$ cat config.mk
export PLATFORM = sky130hd
export DESIGN_NAME = g2l_ctrl
export DESIGN_NICKNAME = d
export VERILOG_FILES = /design/src/rtl/g2l_pkg.sv /design/src/rtl/g2l_ctrl.sv
export SDC_FILE = /design/constraint.sdc
export NUM_CORES = 1
export LEC_CHECK = 0
export BUFFER_PORTS_ARGS = -buffer_cell sky130_fd_sc_hd__buf_2
export CAP_MARGIN = 25
export CORE_AREA = 3 3 40 42
export DETAILED_ROUTE_END_ITERATION = 12
export DIE_AREA = 0 0 43 45
export HOLD_SLACK_MARGIN = 0.1
export PLACE_DENSITY = 0.43
export SLEW_MARGIN = 10
export SYNTH_ARGS = -nofsm -noshare
export SYNTH_HDL_FRONTEND = slang
export SYNTH_SLANG_ARGS = --single-unit
$ cat constraint.sdc
create_clock -name clk -period 2.3 [get_ports clk]
set_clock_uncertainty 0.1 [all_clocks]
set_input_delay 0.115 -clock clk [delete_from_list [all_inputs] [get_ports clk]]
set_output_delay 0.115 -clock clk [all_outputs]
set_load 0.1 [all_outputs]
$ cat src/rtl/g2l_pkg.sv
`timescale 1ns / 1ps

package g2l_pkg;

    localparam int FIRST_YEAR = 1900;
    localparam int YEAR_COUNT = 201;

    typedef enum logic [2:0] {
        ST_IDLE,
        ST_LOOK,
        ST_SETUP,
        ST_WALK,
        ST_DONE
    } state_t;

    typedef struct packed {
        logic load;
        logic look;
        logic step;
    } cmd_t;

    typedef struct packed {
        logic bad;
        logic walk_done;
    } sts_t;

    function automatic logic [23:0] year_word(input logic [7:0] i);
        logic [23:0] w;
        begin
            unique case (i)
                8'd0: w = 24'h84BEBF;
                8'd1: w = 24'h04AE53; 8'd2: w = 24'h0A5748; 8'd3: w = 24'h5526BD;
                8'd4: w = 24'h0D2650; 8'd5: w = 24'h0D9544; 8'd6: w = 24'h46AAB9;
                8'd7: w = 24'h056A4D; 8'd8: w = 24'h09AD42; 8'd9: w = 24'h24AEB6;
                8'd10: w = 24'h04AE4A; 8'd11: w = 24'h6A4DBE; 8'd12: w = 24'h0A4D52;
                8'd13: w = 24'h0D2546; 8'd14: w = 24'h5D52BA; 8'd15: w = 24'h0B544E;
                8'd16: w = 24'h0D6A43; 8'd17: w = 24'h296D37; 8'd18: w = 24'h095B4B;
                8'd19: w = 24'h749BC1; 8'd20: w = 24'h049754; 8'd21: w = 24'h0A4B48;
                8'd22: w = 24'h5B25BC; 8'd23: w = 24'h06A550; 8'd24: w = 24'h06D445;
                8'd25: w = 24'h4ADAB8; 8'd26: w = 24'h02B64D; 8'd27: w = 24'h095742;
                8'd28: w = 24'h2497B7; 8'd29: w = 24'h04974A; 8'd30: w = 24'h664B3E;
                8'd31: w = 24'h0D4A51; 8'd32: w = 24'h0EA546; 8'd33: w = 24'h56D4BA;
                8'd34: w = 24'h05AD4E; 8'd35: w = 24'h02B644; 8'd36: w = 24'h393738;
                8'd37: w = 24'h092E4B; 8'd38: w = 24'h7C96BF; 8'd39: w = 24'h0C9553;
                8'd40: w = 24'h0D4A48; 8'd41: w = 24'h6DA53B; 8'd42: w = 24'h0B554F;
                8'd43: w = 24'h056A45; 8'd44: w = 24'h4AADB9; 8'd45: w = 24'h025D4D;
                8'd46: w = 24'h092D42; 8'd47: w = 24'h2C95B6; 8'd48: w = 24'h0A954A;
                8'd49: w = 24'h7B4ABD; 8'd50: w = 24'h06CA51; 8'd51: w = 24'h0B5546;
                8'd52: w = 24'h555ABB; 8'd53: w = 24'h04DA4E; 8'd54: w = 24'h0A5B43;
                8'd55: w = 24'h352BB8; 8'd56: w = 24'h052B4C; 8'd57: w = 24'h8A953F;
                8'd58: w = 24'h0E9552; 8'd59: w = 24'h06AA48; 8'd60: w = 24'h6AD53C;
                8'd61: w = 24'h0AB54F; 8'd62: w = 24'h04B645; 8'd63: w = 24'h4A5739;
                8'd64: w = 24'h0A574D; 8'd65: w = 24'h052642; 8'd66: w = 24'h3E9335;
                8'd67: w = 24'h0D9549; 8'd68: w = 24'h75AABE; 8'd69: w = 24'h056A51;
                8'd70: w = 24'h096D46; 8'd71: w = 24'h54AEBB; 8'd72: w = 24'h04AD4F;
                8'd73: w = 24'h0A4D43; 8'd74: w = 24'h4D26B7; 8'd75: w = 24'h0D254B;
                8'd76: w = 24'h8D52BF; 8'd77: w = 24'h0B5452; 8'd78: w = 24'h0B6A47;
                8'd79: w = 24'h696D3C; 8'd80: w = 24'h095B50; 8'd81: w = 24'h049B45;
                8'd82: w = 24'h4A4BB9; 8'd83: w = 24'h0A4B4D; 8'd84: w = 24'hAB25C2;
                8'd85: w = 24'h06A554; 8'd86: w = 24'h06D449; 8'd87: w = 24'h6ADA3D;
                8'd88: w = 24'h0AB651; 8'd89: w = 24'h093746; 8'd90: w = 24'h5497BB;
                8'd91: w = 24'h04974F; 8'd92: w = 24'h064B44; 8'd93: w = 24'h36A537;
                8'd94: w = 24'h0EA54A; 8'd95: w = 24'h86B2BF; 8'd96: w = 24'h05AC53;
                8'd97: w = 24'h0AB647; 8'd98: w = 24'h5936BC; 8'd99: w = 24'h092E50;
                8'd100: w = 24'h0C9645; 8'd101: w = 24'h4D4AB8; 8'd102: w = 24'h0D4A4C;
                8'd103: w = 24'h0DA541; 8'd104: w = 24'h25AAB6; 8'd105: w = 24'h056A49;
                8'd106: w = 24'h7AADBD; 8'd107: w = 24'h025D52; 8'd108: w = 24'h092D47;
                8'd109: w = 24'h5C95BA; 8'd110: w = 24'h0A954E; 8'd111: w = 24'h0B4A43;
                8'd112: w = 24'h4B5537; 8'd113: w = 24'h0AD54A; 8'd114: w = 24'h955ABF;
                8'd115: w = 24'h04BA53; 8'd116: w = 24'h0A5B48; 8'd117: w = 24'h652BBC;
                8'd118: w = 24'h052B50; 8'd119: w = 24'h0A9345; 8'd120: w = 24'h474AB9;
                8'd121: w = 24'h06AA4C; 8'd122: w = 24'h0AD541; 8'd123: w = 24'h24DAB6;
                8'd124: w = 24'h04B64A; 8'd125: w = 24'h69573D; 8'd126: w = 24'h0A4E51;
                8'd127: w = 24'h0D2646; 8'd128: w = 24'h5E933A; 8'd129: w = 24'h0D534D;
                8'd130: w = 24'h05AA43; 8'd131: w = 24'h36B537; 8'd132: w = 24'h096D4B;
                8'd133: w = 24'hB4AEBF; 8'd134: w = 24'h04AD53; 8'd135: w = 24'h0A4D48;
                8'd136: w = 24'h6D25BC; 8'd137: w = 24'h0D254F; 8'd138: w = 24'h0D5244;
                8'd139: w = 24'h5DAA38; 8'd140: w = 24'h0B5A4C; 8'd141: w = 24'h056D41;
                8'd142: w = 24'h24ADB6; 8'd143: w = 24'h049B4A; 8'd144: w = 24'h7A4BBE;
                8'd145: w = 24'h0A4B51; 8'd146: w = 24'h0AA546; 8'd147: w = 24'h5B52BA;
                8'd148: w = 24'h06D24E; 8'd149: w = 24'h0ADA42; 8'd150: w = 24'h355B37;
                8'd151: w = 24'h09374B; 8'd152: w = 24'h8497C1; 8'd153: w = 24'h049753;
                8'd154: w = 24'h064B48; 8'd155: w = 24'h66A53C; 8'd156: w = 24'h0EA54F;
                8'd157: w = 24'h06B244; 8'd158: w = 24'h4AB638; 8'd159: w = 24'h0AAE4C;
                8'd160: w = 24'h092E42; 8'd161: w = 24'h3C9735; 8'd162: w = 24'h0C9649;
                8'd163: w = 24'h7D4ABD; 8'd164: w = 24'h0D4A51; 8'd165: w = 24'h0DA545;
                8'd166: w = 24'h55AABA; 8'd167: w = 24'h056A4E; 8'd168: w = 24'h0A6D43;
                8'd169: w = 24'h452EB7; 8'd170: w = 24'h052D4B; 8'd171: w = 24'h8A95BF;
                8'd172: w = 24'h0A9553; 8'd173: w = 24'h0B4A47; 8'd174: w = 24'h6B553B;
                8'd175: w = 24'h0AD54F; 8'd176: w = 24'h055A45; 8'd177: w = 24'h4A5D38;
                8'd178: w = 24'h0A5B4C; 8'd179: w = 24'h052B42; 8'd180: w = 24'h3A93B6;
                8'd181: w = 24'h069349; 8'd182: w = 24'h7729BD; 8'd183: w = 24'h06AA51;
                8'd184: w = 24'h0AD546; 8'd185: w = 24'h54DABA; 8'd186: w = 24'h04B64E;
                8'd187: w = 24'h0A5743; 8'd188: w = 24'h452738; 8'd189: w = 24'h0D264A;
                8'd190: w = 24'h8E933E; 8'd191: w = 24'h0D5252; 8'd192: w = 24'h0DAA47;
                8'd193: w = 24'h66B53B; 8'd194: w = 24'h056D4F; 8'd195: w = 24'h04AE45;
                8'd196: w = 24'h4A4EB9; 8'd197: w = 24'h0A4D4C; 8'd198: w = 24'h0D1541;
                8'd199: w = 24'h2D92B5; 8'd200: w = 24'h0D5249;
                default: w = 24'h000000;
            endcase
            return w;
        end
    endfunction

    function automatic logic [8:0] days_before(input logic [3:0] m);
        logic [8:0] d;
        begin
            unique case (m)
                4'd1: d = 9'd0;     4'd2: d = 9'd31;    4'd3: d = 9'd59;
                4'd4: d = 9'd90;    4'd5: d = 9'd120;   4'd6: d = 9'd151;
                4'd7: d = 9'd181;   4'd8: d = 9'd212;   4'd9: d = 9'd243;
                4'd10: d = 9'd273;  4'd11: d = 9'd304;  4'd12: d = 9'd334;
                default: d = 9'd0;
            endcase
            return d;
        end
    endfunction

endpackage

$ cat src/rtl/g2l_ctrl.sv
`timescale 1ns / 1ps

module g2l_ctrl
(
    input  logic              clk,
    input  logic              rst_n,
    input  logic              in_valid,
    input  logic              out_stall,
    input  g2l_pkg::sts_t     sts,
    output logic              in_stall,
    output logic              out_valid,
    output g2l_pkg::cmd_t     cmd
);

    g2l_pkg::state_t state_reg, state_next;

    always_ff @(posedge clk or negedge rst_n)
    begin
        if (!rst_n)
            state_reg <= g2l_pkg::ST_IDLE;
        else
            state_reg <= state_next;
    end

    always_comb
    begin
        state_next = state_reg;
        unique case (state_reg)
            g2l_pkg::ST_IDLE:  if (in_valid) state_next = g2l_pkg::ST_LOOK;
            g2l_pkg::ST_LOOK:  state_next = sts.bad ? g2l_pkg::ST_DONE : g2l_pkg::ST_SETUP;
            g2l_pkg::ST_SETUP: state_next = g2l_pkg::ST_WALK;
            g2l_pkg::ST_WALK:  if (sts.walk_done) state_next = g2l_pkg::ST_DONE;
            g2l_pkg::ST_DONE:  if (!out_stall) state_next = g2l_pkg::ST_IDLE;
            default:           state_next = g2l_pkg::ST_IDLE;
        endcase
    end

    always_comb
    begin
        in_stall  = (state_reg != g2l_pkg::ST_IDLE);
        out_valid = (state_reg == g2l_pkg::ST_DONE);
        cmd.load  = (state_reg == g2l_pkg::ST_IDLE) && in_valid;
        cmd.look  = (state_reg == g2l_pkg::ST_LOOK);
        cmd.step  = (state_reg == g2l_pkg::ST_WALK) && !sts.walk_done;
    end

    // A result is offered only in the done state, and only one request is in flight.
    assert property (@(posedge clk) disable iff (!rst_n) out_valid |-> in_stall)
        else $error("result offered while accepting");
    assert property (@(posedge clk) disable iff (!rst_n)
        (out_valid && out_stall) |=> out_valid)
        else $error("stalled result dropped");
    assert property (@(posedge clk) disable iff (!rst_n)
        cmd.load |=> (state_reg == g2l_pkg::ST_LOOK))
        else $error("accepted request not looked up");

endmodule

==> qor.txt, run 1 <==
Setup Viol. Count Final: 0
Final #Nets: 43
CP Launch Type: flop
min-delay src: sts[0]
CP startpoint: state_reg[1]
Ports: 11
IO buf count: 10
post-cts resize count: 0
root buffer cell: clkbuf_4
Pre-antenna DRT Iters: 3
worst-skew pair later-pin latency: 0.23 ns
Crit Path Class: reg2out
final hold vios: 0
cells after synthesis: 18
crit-path max cell delay: 0.45 ns
Final period util: 0.798
post-synth cell types: 13
DRT Wirelength: 440 um
grt ovf: 0
CTS H-Tree Depth: 1
max-cap violations: 0
multi-input logic area: 106 sq um
outcome: finished clean
min Tclk post-route: 1.83 ns
HP Class: in2reg
filler cell count in the final layout: 148
max FFs per register: 3
Iteration-0 DRC Markers: 5
Buf+Inv Stages, Crit Path: 1
Layout area overhead: 85.5%
crit-path cells: or3_1 > nor2_4 > buf_2
required time of the worst setup path: 2.09 ns
CP max-delay cell: dfrtp_1
clock-pin transition on the worst setup and hold timing paths: 0.04 ns
Cell Area, Synth: 173 sq um
antenna viol nets, final: 0
YS warnings: 0
row count: 13
first-pass GRT wire length: 745 um
largest net degree at the start of global routing: 9
Slew Limit Fails: 0
achievable frequency: 0.545 GHz
drc violations: 0
proportion of layout cells with a drive suffix above 1: 0.444
Die Y: 45 um
Routed WL per cell: 8.63 um
Crit path arrival time: 1.62 ns
Horiz. Die Dim: 43 um
clk sink count: 3
syn nets: 24
cell family with most CP delay: simple AND/OR/NAND/NOR gates
Post-CTS Setup Bufs: 0
relative slew slack: 0.679
sequential share of the synthesized area: 0.435
Diodes inserted: 0
routability-driven placement congestion ratio: 0.706
vias per cell: 3.71
maximum clock path buffer count: 2
TritonCTS clock tree: built
crit path capture type: output port
commonest non-fill, non-tap cells in the layout: 10 x buf_2, 4 x dlygate4sd3_1, 3 x clkbuf_4, 3 x dfrtp_1
crit-path max FO: 8
setup_tns: 0 ns
sequential cell area: 75.1 sq um
#FFs+latches synth: 3
Initial Util: 0.134
via count: 189
area of the core: 1280 sq um
Slew @ Worst Pin: 0.485 ns
Num CTS Buffers: 3
RSZ-0062 raised after global routing: no
number of global-route vias before repair: 190
most common cell after layout, fill and taps aside: buf_2
Avg Synthesized Cell Area: 9.59 sq um
total die area: 1940 sq um
all-layer global routing usage: 0.0568
initial antenna violation count: 0
reg2reg start: state_reg[1]
==> worst min-delay path, stage by stage <==
cell	delay, ns
buf_2	0.10
a21bo_2	0.12
a21oi_1	0.05
==> routing by layer <==
layer | GRT usage | vias to the layer above | wire [um]
met5 | 0 | - | 0
met4 | 0.0723 | 0 | 0
met3 | 0.0239 | 0 | 52
met2 | 0.0689 | 8 | 191
met1 | 0.0655 | 81 | 196
li1 | - | 100 | -
==> final timing paths <==
check | endpoint | slack, ns | cells after the start
max | cmd[2] | 0.47 | 3
min | state_reg[1] | 0.10 | 3
max reg2reg | state_reg[1] | 1.13 | 2
min reg2reg | state_reg[1] | 0.38 | 1
max in group asynchronous | state_reg[2] | 1.31 | 3
min in group asynchronous | state_reg[0] | 0.65 | 3
==> cells in the mapped netlist <==
| cell type | instances | area share |
|---|---|---|
| o21bai_1 | 1 | 0.043 |
| or3b_1 | 1 | 0.051 |
| a21oi_1 | 2 | 0.058 |
| dfrtp_1 | 3 | 0.43 |
| nand2b_1 | 1 | 0.036 |
| inv_1 | 1 | 0.022 |
| or2b_1 | 1 | 0.043 |
| nor3b_1 | 1 | 0.043 |
| mux2i_1 | 1 | 0.058 |
| o2bb2ai_1 | 1 | 0.051 |
| a21bo_2 | 1 | 0.058 |
| nor2_1 | 3 | 0.065 |
| or3_1 | 1 | 0.036 |
==> kinds of logic after synthesis <==
kind of cell / count (synthesis) / synth area share
AOI/OAI and AO/OA: 5 / 0.210
buffers and inverters: 1 / 0.0217
DFF: 3 / 0.435
muxes: 1 / 0.0580
and+or+nand+nor: 8 / 0.275
==> final cells by class <==
class,instances,share of cell area
Clock buffer,4,0.0820
Inverter,1,0.0117
Multi-Input combinational cell,14,0.332
Sequential cell,3,0.234
Tap cell,15,0.0586
Timing Repair Buffer,14,0.281
==> what timing repair did <==
action	4_1_cts	5_1_grt
hold buffers	4	0
setup endpoints to repair	0	0
hold endpoints to repair	5	0
==> through the flow <==
step | cell area (sq um) | worst slack (ns) | hold WS, ns | std cells | util
final | 320 | 0.466 | 0.105 | 51 | 0.249
after global routing | 320 | 0.396 | 0.132 | 51 | 0.249
after CTS | 320 | 0.448 | 0.102 | 51 | 0.249
after detailed placement | 254 | 0.703 | -0.189 | 43 | 0.198
after global placement | 254 | 0.728 | -0.189 | 43 | 0.198
after floorplan | 185 | 0.149 | -0.281 | 18 | -
Power of run 1 is not shown: default switching activity piles up to over one toggle a cycle in this logic, so the estimate is an artifact.
==> run 2, diff against run 1 <==
- PLACE_DENSITY: 0.43 -> 0.44
- clock period: 2.3 -> 1.5 ns (I/O delays scaled with it)
==> qor.txt, run 2 (synthesis results as in run 1) <==
share of the core filled with cells: 0.367 (+0.118)
first-pass GRT wire length: 869 um (+17%)
Setup Viol. Count Final: 0 (unchanged)
required time of the worst setup path: 1.32 ns (-0.77 ns)
number of global-route vias before repair: 225 (+18%)
outcome: finished clean
drc violations: 0 (unchanged)
worst-skew pair later-pin latency: 0.23 ns (about the same)
crit path capture type: output port
FF-to-FF End: state_reg[1]
Crit Path Class: reg2out
antenna viol nets, final: 0 (unchanged)
crit-path max FO: 2 (-6)
area of the core: 1280 sq um (unchanged)
final hold vios: 0 (unchanged)
dpl hpwl: 403 um
Diodes inserted: 0 (unchanged)
Final #Nets: 50 (+16%)
Ports: 11 (unchanged)
commonest non-fill, non-tap cells in the layout: 7 x buf_4, 6 x dlygate4sd3_1, 4 x buf_2, 4 x buf_12
routability-driven placement congestion ratio: 0.636 (-10%)
root buffer cell: clkbuf_4
achievable frequency: 0.681 GHz
DRT Wirelength: 546 um (+24%)
maximum clock path buffer count: 2 (unchanged)
grt ovf: 0 (unchanged)
min Tclk post-route: 1.47 ns
max-cap violations: 0 (unchanged)
min-delay src: out_stall
Slew @ Worst Pin: 0.279 ns (-0.206 ns)
Initial Util: 0.134 (unchanged)
Num CTS Buffers: 3 (unchanged)
clk sink count: 3 (unchanged)
HP Class: in2reg
Die Y: 45 um (unchanged)
Worst Reg-to-Reg Cells: 3 (+1)
relative slew slack: 0.816 (+0.137)
reg2reg start: state_reg[0]
Layout area overhead: 173%
Iteration-0 DRC Markers: 0 (-5)
initial antenna violation count: 0 (unchanged)
r2r setup slk: 0.34 ns (-0.79 ns)
CP Launch Type: flop
Final period util: 0.979
most common cell after layout, fill and taps aside: buf_4
multi-input logic area: 135 sq um (+27%)
proportion of layout cells with a drive suffix above 1: 0.581 (+0.137)
Worst Hold Endpoint: state_reg[2]
row count: 13 (unchanged)
vias per cell: 4.00 (+7.9%)
clock-pin transition on the worst setup and hold timing paths: 0.04 ns (about the same)
Horiz. Die Dim: 43 um (unchanged)
TritonCTS clock tree: built
CTS H-Tree Depth: 1 (unchanged)
via count: 232 (+23%)
max FFs per register: 3 (unchanged)
Routed WL per cell: 9.41 um (+9.1%)
largest net degree at the start of global routing: 6 (-3)
Slew Limit Fails: 0 (unchanged)
Pre-antenna DRT Iters: 1 (-2)
filler cell count in the final layout: 132 (-11%)
sequential cell area: 75.1 sq um (unchanged)
Crit path arrival time: 1.29 ns (-0.33 ns)
all-layer global routing usage: 0.0659 (+0.00918)
total die area: 1940 sq um (unchanged)
hold path depth: 3 (unchanged)
IO buf count: 10 (unchanged)
==> run 2: cell count changes in the layout (fill, tap and decap cells not counted), sizes merged <==
cell and change:
buf +5, dlygate4sd3 +2
==> run 2: through the flow <==
step / TNS (ns) / std cells / setup WS, ns / hold WS, ns / cell area (sq um)
final: 0 / 58 / 0.0320 / 0.510 / 472
after global routing: -0.00936 / 58 / -0.00936 / 0.535 / 472
after CTS: 0 / 58 / 0.00165 / 0.503 / 459
after detailed placement: 0 / 45 / 0.216 / -0.228 / 350
after global placement: 0 / 45 / 0.231 / -0.231 / 350
after floorplan: -0.471 / 18 / -0.207 / -0.321 / 206
==> run 2: final cells by class <==
type | instances | share of cell area
sequential | 3 | 0.159
inverter | 1 | 0.00796
multi-input combinational | 14 | 0.286
clock buffer | 4 | 0.0557
timing repair buffer | 21 | 0.451
tap | 15 | 0.0398
==> run 2: per-layer routing <==
layer  vias up  wire length (um)  GRT usage
met4         0                17     0.0904
met1       106               201     0.0607
met5         -                 0          0
met3         2                55     0.0120
li1        113                 -          -
met2        11               272      0.108
==> run 2: repair_timing <==
action | in CTS | in global routing
pin swaps | 1 | 2
resized for setup | 0 | 4
setup endpoints to repair | 2 | 3
hold buffers | 6 | 0
endpoints found under the hold margin | 6 | 0
setup buffers | 3 | 1
==> run 2: worst max-delay path, cell delays in order (launching register included) <==
cell and delay [ns]:
dfrtp_1 0.36, or3_4 0.41, nor2_4 0.11, buf_12 0.18
==> run 2: worst max path at each step <==
stage	startpoint	slack (ns)	cells after the start	end
finish	state_reg[0]	0.03	3	cmd[2]
global route	state_reg[2]	-0.009	4	cmd[1]
CTS	state_reg[0]	0.002	2	in_stall
detailed placement	state_reg[2]	0.22	3	cmd[2]
global placement	state_reg[1]	0.23	3	cmd[2]
floorplan	state_reg[0]	-0.21	2	cmd[2]
Power of run 2 is left out for the same reason.
==> run 3, diff against run 2 <==
- ABC_AREA: default -> 1
- PLACE_DENSITY: 0.44 -> 0.46
==> qor.txt, run 3 <==
max FFs per register: 3 (unchanged)
via count: 231 (-0.43%)
crit-path max FO: 4 (+2)
dominant cell by count in the synthesized netlist: nand2_1
Final period util: 0.930 (-0.0483)
largest net degree at the start of global routing: 7 (+1)
Avg Synthesized Cell Area: 7.17 sq um (-25%)
commonest cells in the netlist: 6 x nand2_1, 3 x dfrtp_1, 3 x inv_1, 3 x nor2_1
IO buf count: 10 (unchanged)
XOR/XNOR Fraction of Synth Area: 0 (unchanged)
dpl hpwl: 370 um (-8.3%)
achievable frequency: 0.717 GHz (+5.2%)
Setup Viol. Count Final: 0 (unchanged)
Worst Hold Endpoint: state_reg[0]
share of the synthesized area in the top cell type: 0.403 (-0.0321)
dominant cell type by area after synthesis: dfrtp_1
clock-pin transition on the worst setup and hold timing paths: 0.04 ns (about the same)
min-delay src: in_valid
Top FF cell, synth: dfrtp_1
combinational family with the most area after synthesis: simple AND/OR/NAND/NOR gates
post-synthesis adder-cell area fraction: 0 (unchanged)
sequential share of the synthesized area: 0.403 (-0.0321)
cells after synthesis: 26 (+8)
HP Class: in2reg
number of global-route vias before repair: 229 (+1.8%)
Diodes inserted: 0 (unchanged)
proportion of layout cells with a drive suffix above 1: 0.500 (-0.0814)
antenna viol nets, final: 0 (unchanged)
drc violations: 0 (unchanged)
CP Launch Type: flop
routability-driven placement congestion ratio: 0.711 (+12%)
worst-skew pair later-pin latency: 0.23 ns (about the same)
commonest non-fill, non-tap cells in the layout: 5 x nand2_1, 5 x dlygate4sd3_1, 5 x buf_2, 5 x buf_12
Final #Nets: 53 (+6.0%)
max-cap violations: 0 (unchanged)
placed cells: 51 (+13%)
EDFF count, synth: 0 (unchanged)
hold path depth: 5 (+2)
Slew @ Worst Pin: 0.186 ns (-0.0928 ns)
Worst Reg-to-Reg Cells: 5 (+2)
maximum clock path buffer count: 2 (unchanged)
Crit Path Class: reg2out
first-pass GRT wire length: 938 um (+7.9%)
Pre-antenna DRT Iters: 1 (unchanged)
min Tclk post-route: 1.40 ns (-0.0725 ns)
outcome: finished clean
root buffer cell: clkbuf_4
Cell Area, Synth: 186 sq um (+8.0%)
Routed WL per cell: 8.02 um (-15%)
Die Y: 45 um (unchanged)
syn nets: 32 (+33%)
area of the core: 1280 sq um (unchanged)
final hold vios: 0 (unchanged)
clk sink count: 3 (unchanged)
FF-to-FF End: state_reg[0]
simple-gate portion of the synthesized area: 0.403 (+0.127)
synth top area cells: dfrtp_1 40%, nand2_1 12%, nand4_1 6.7%, inv_1 6.0%, nor2_1 6.0%
multi-input logic area: 110 sq um (-19%)
reg2reg start: state_reg[0]
all-layer global routing usage: 0.0700 (+0.00406)
initial antenna violation count: 0 (unchanged)
Initial Util: 0.145 (+0.0107)
RSZ-0062 raised after global routing: no
Iteration-0 DRC Markers: 0 (unchanged)
DRT Wirelength: 489 um (-10%)
Layout area overhead: 132%
CTS H-Tree Depth: 1 (unchanged)
mux cell area share after synthesis: 0 (-0.0580)
total die area: 1940 sq um (unchanged)
grt ovf: 0 (unchanged)
#FFs+latches synth: 3 (unchanged)
vias per cell: 3.79 (-5.3%)
post-route insts no fill: 61 (+5.2%)
r2r setup slk: 0.45 ns (+0.11 ns)
TritonCTS clock tree: built
filler cell count in the final layout: 143 (+8.3%)
Synth async-reset ratio: 1.00 (unchanged)
row count: 13 (unchanged)
Slew Limit Fails: 0 (unchanged)
Ports: 11 (unchanged)
sequential cell area: 76.3 sq um (+1.7%)
required time of the worst setup path: 1.32 ns (about the same)
post-synth cell types: 13 (unchanged)
crit path capture type: output port
YS warnings: 0 (unchanged)
Crit path arrival time: 1.22 ns (-0.07 ns)
Num CTS Buffers: 3 (unchanged)
relative slew slack: 0.876 (+0.0604)
Horiz. Die Dim: 43 um (unchanged)
complex-gate fraction of the synthesized area: 0.0940 (-0.116)
[run 3: cell types whose count changed in the layout (fill, tap and decap cells not counted), sizes merged, moves of 2 or more]
cell,change
nor2,+2
a21oi,-2
buf,-4
inv,+4
o21ai,+2
nand2,+7
nand4,+2
[run 3: cell type report]
type                       count  area share
clock buffer                   4      0.0607
sequential                     3       0.176
timing repair buffer          16       0.422
multi-input combinational     18       0.254
tap                           15      0.0434
inverter                       5      0.0434
[run 3: cell families (layout without fill, tap and decap cells)]
kind of cell    after synthesis  in the layout
simple gates                 15             15
compound gates                3              3
flops                         3              3
buf+inv                       5             25
[run 3: what timing repair did]
action	in CTS	in global routing
endpoints found under the setup margin	0	1
hold endpoints to repair	6	0
setup buffers	0	1
hold buffers	5	0
gates resized for setup	0	2
[run 3: metrics by stage]
stage,hold WS (ns),TNS (ns),utilization,instance area [sq um],setup WS [ns]
after CTS,0.155,0,0.326,419,0.0167
after global placement,-0.228,0,0.267,343,0.287
after global routing,0.213,0,0.337,433,0.00619
after floorplan,-0.321,-0.239,-,199,-0.239
after detailed placement,-0.225,0,0.267,343,0.281
final,0.162,0,0.337,433,0.104
[run 3: worst max-delay path, cell delays in order (launching register included)]
cell and delay (ns):
dfrtp_2 0.44, nor2_4 0.14, nand2_2 0.10, nor2_4 0.13, buf_12 0.18
[run 3: worst max path at each step]
stage	endpoint	slack, ns	start
2_1_floorplan	cmd[2]	-0.24	state_reg[2]
3_3_place_gp	cmd[2]	0.29	state_reg[0]
3_5_place_dp	cmd[2]	0.28	state_reg[2]
4_1_cts	cmd[2]	0.02	state_reg[2]
5_1_grt	cmd[0]	0.006	state_reg[0]
6_report	cmd[2]	0.10	state_reg[2]
[run 3: metal layers]
layer  track usage  vias to the layer above  wire, um  part of all wire
met4        0.0361                        0         0                 0
met3        0.0518                        0        42             0.086
li1              -                      124         -                 -
met5             0                        -         0                 0
met2         0.108                        7       241              0.49
met1        0.0700                      100       204              0.42
Power of run 3 is left out for the same reason.
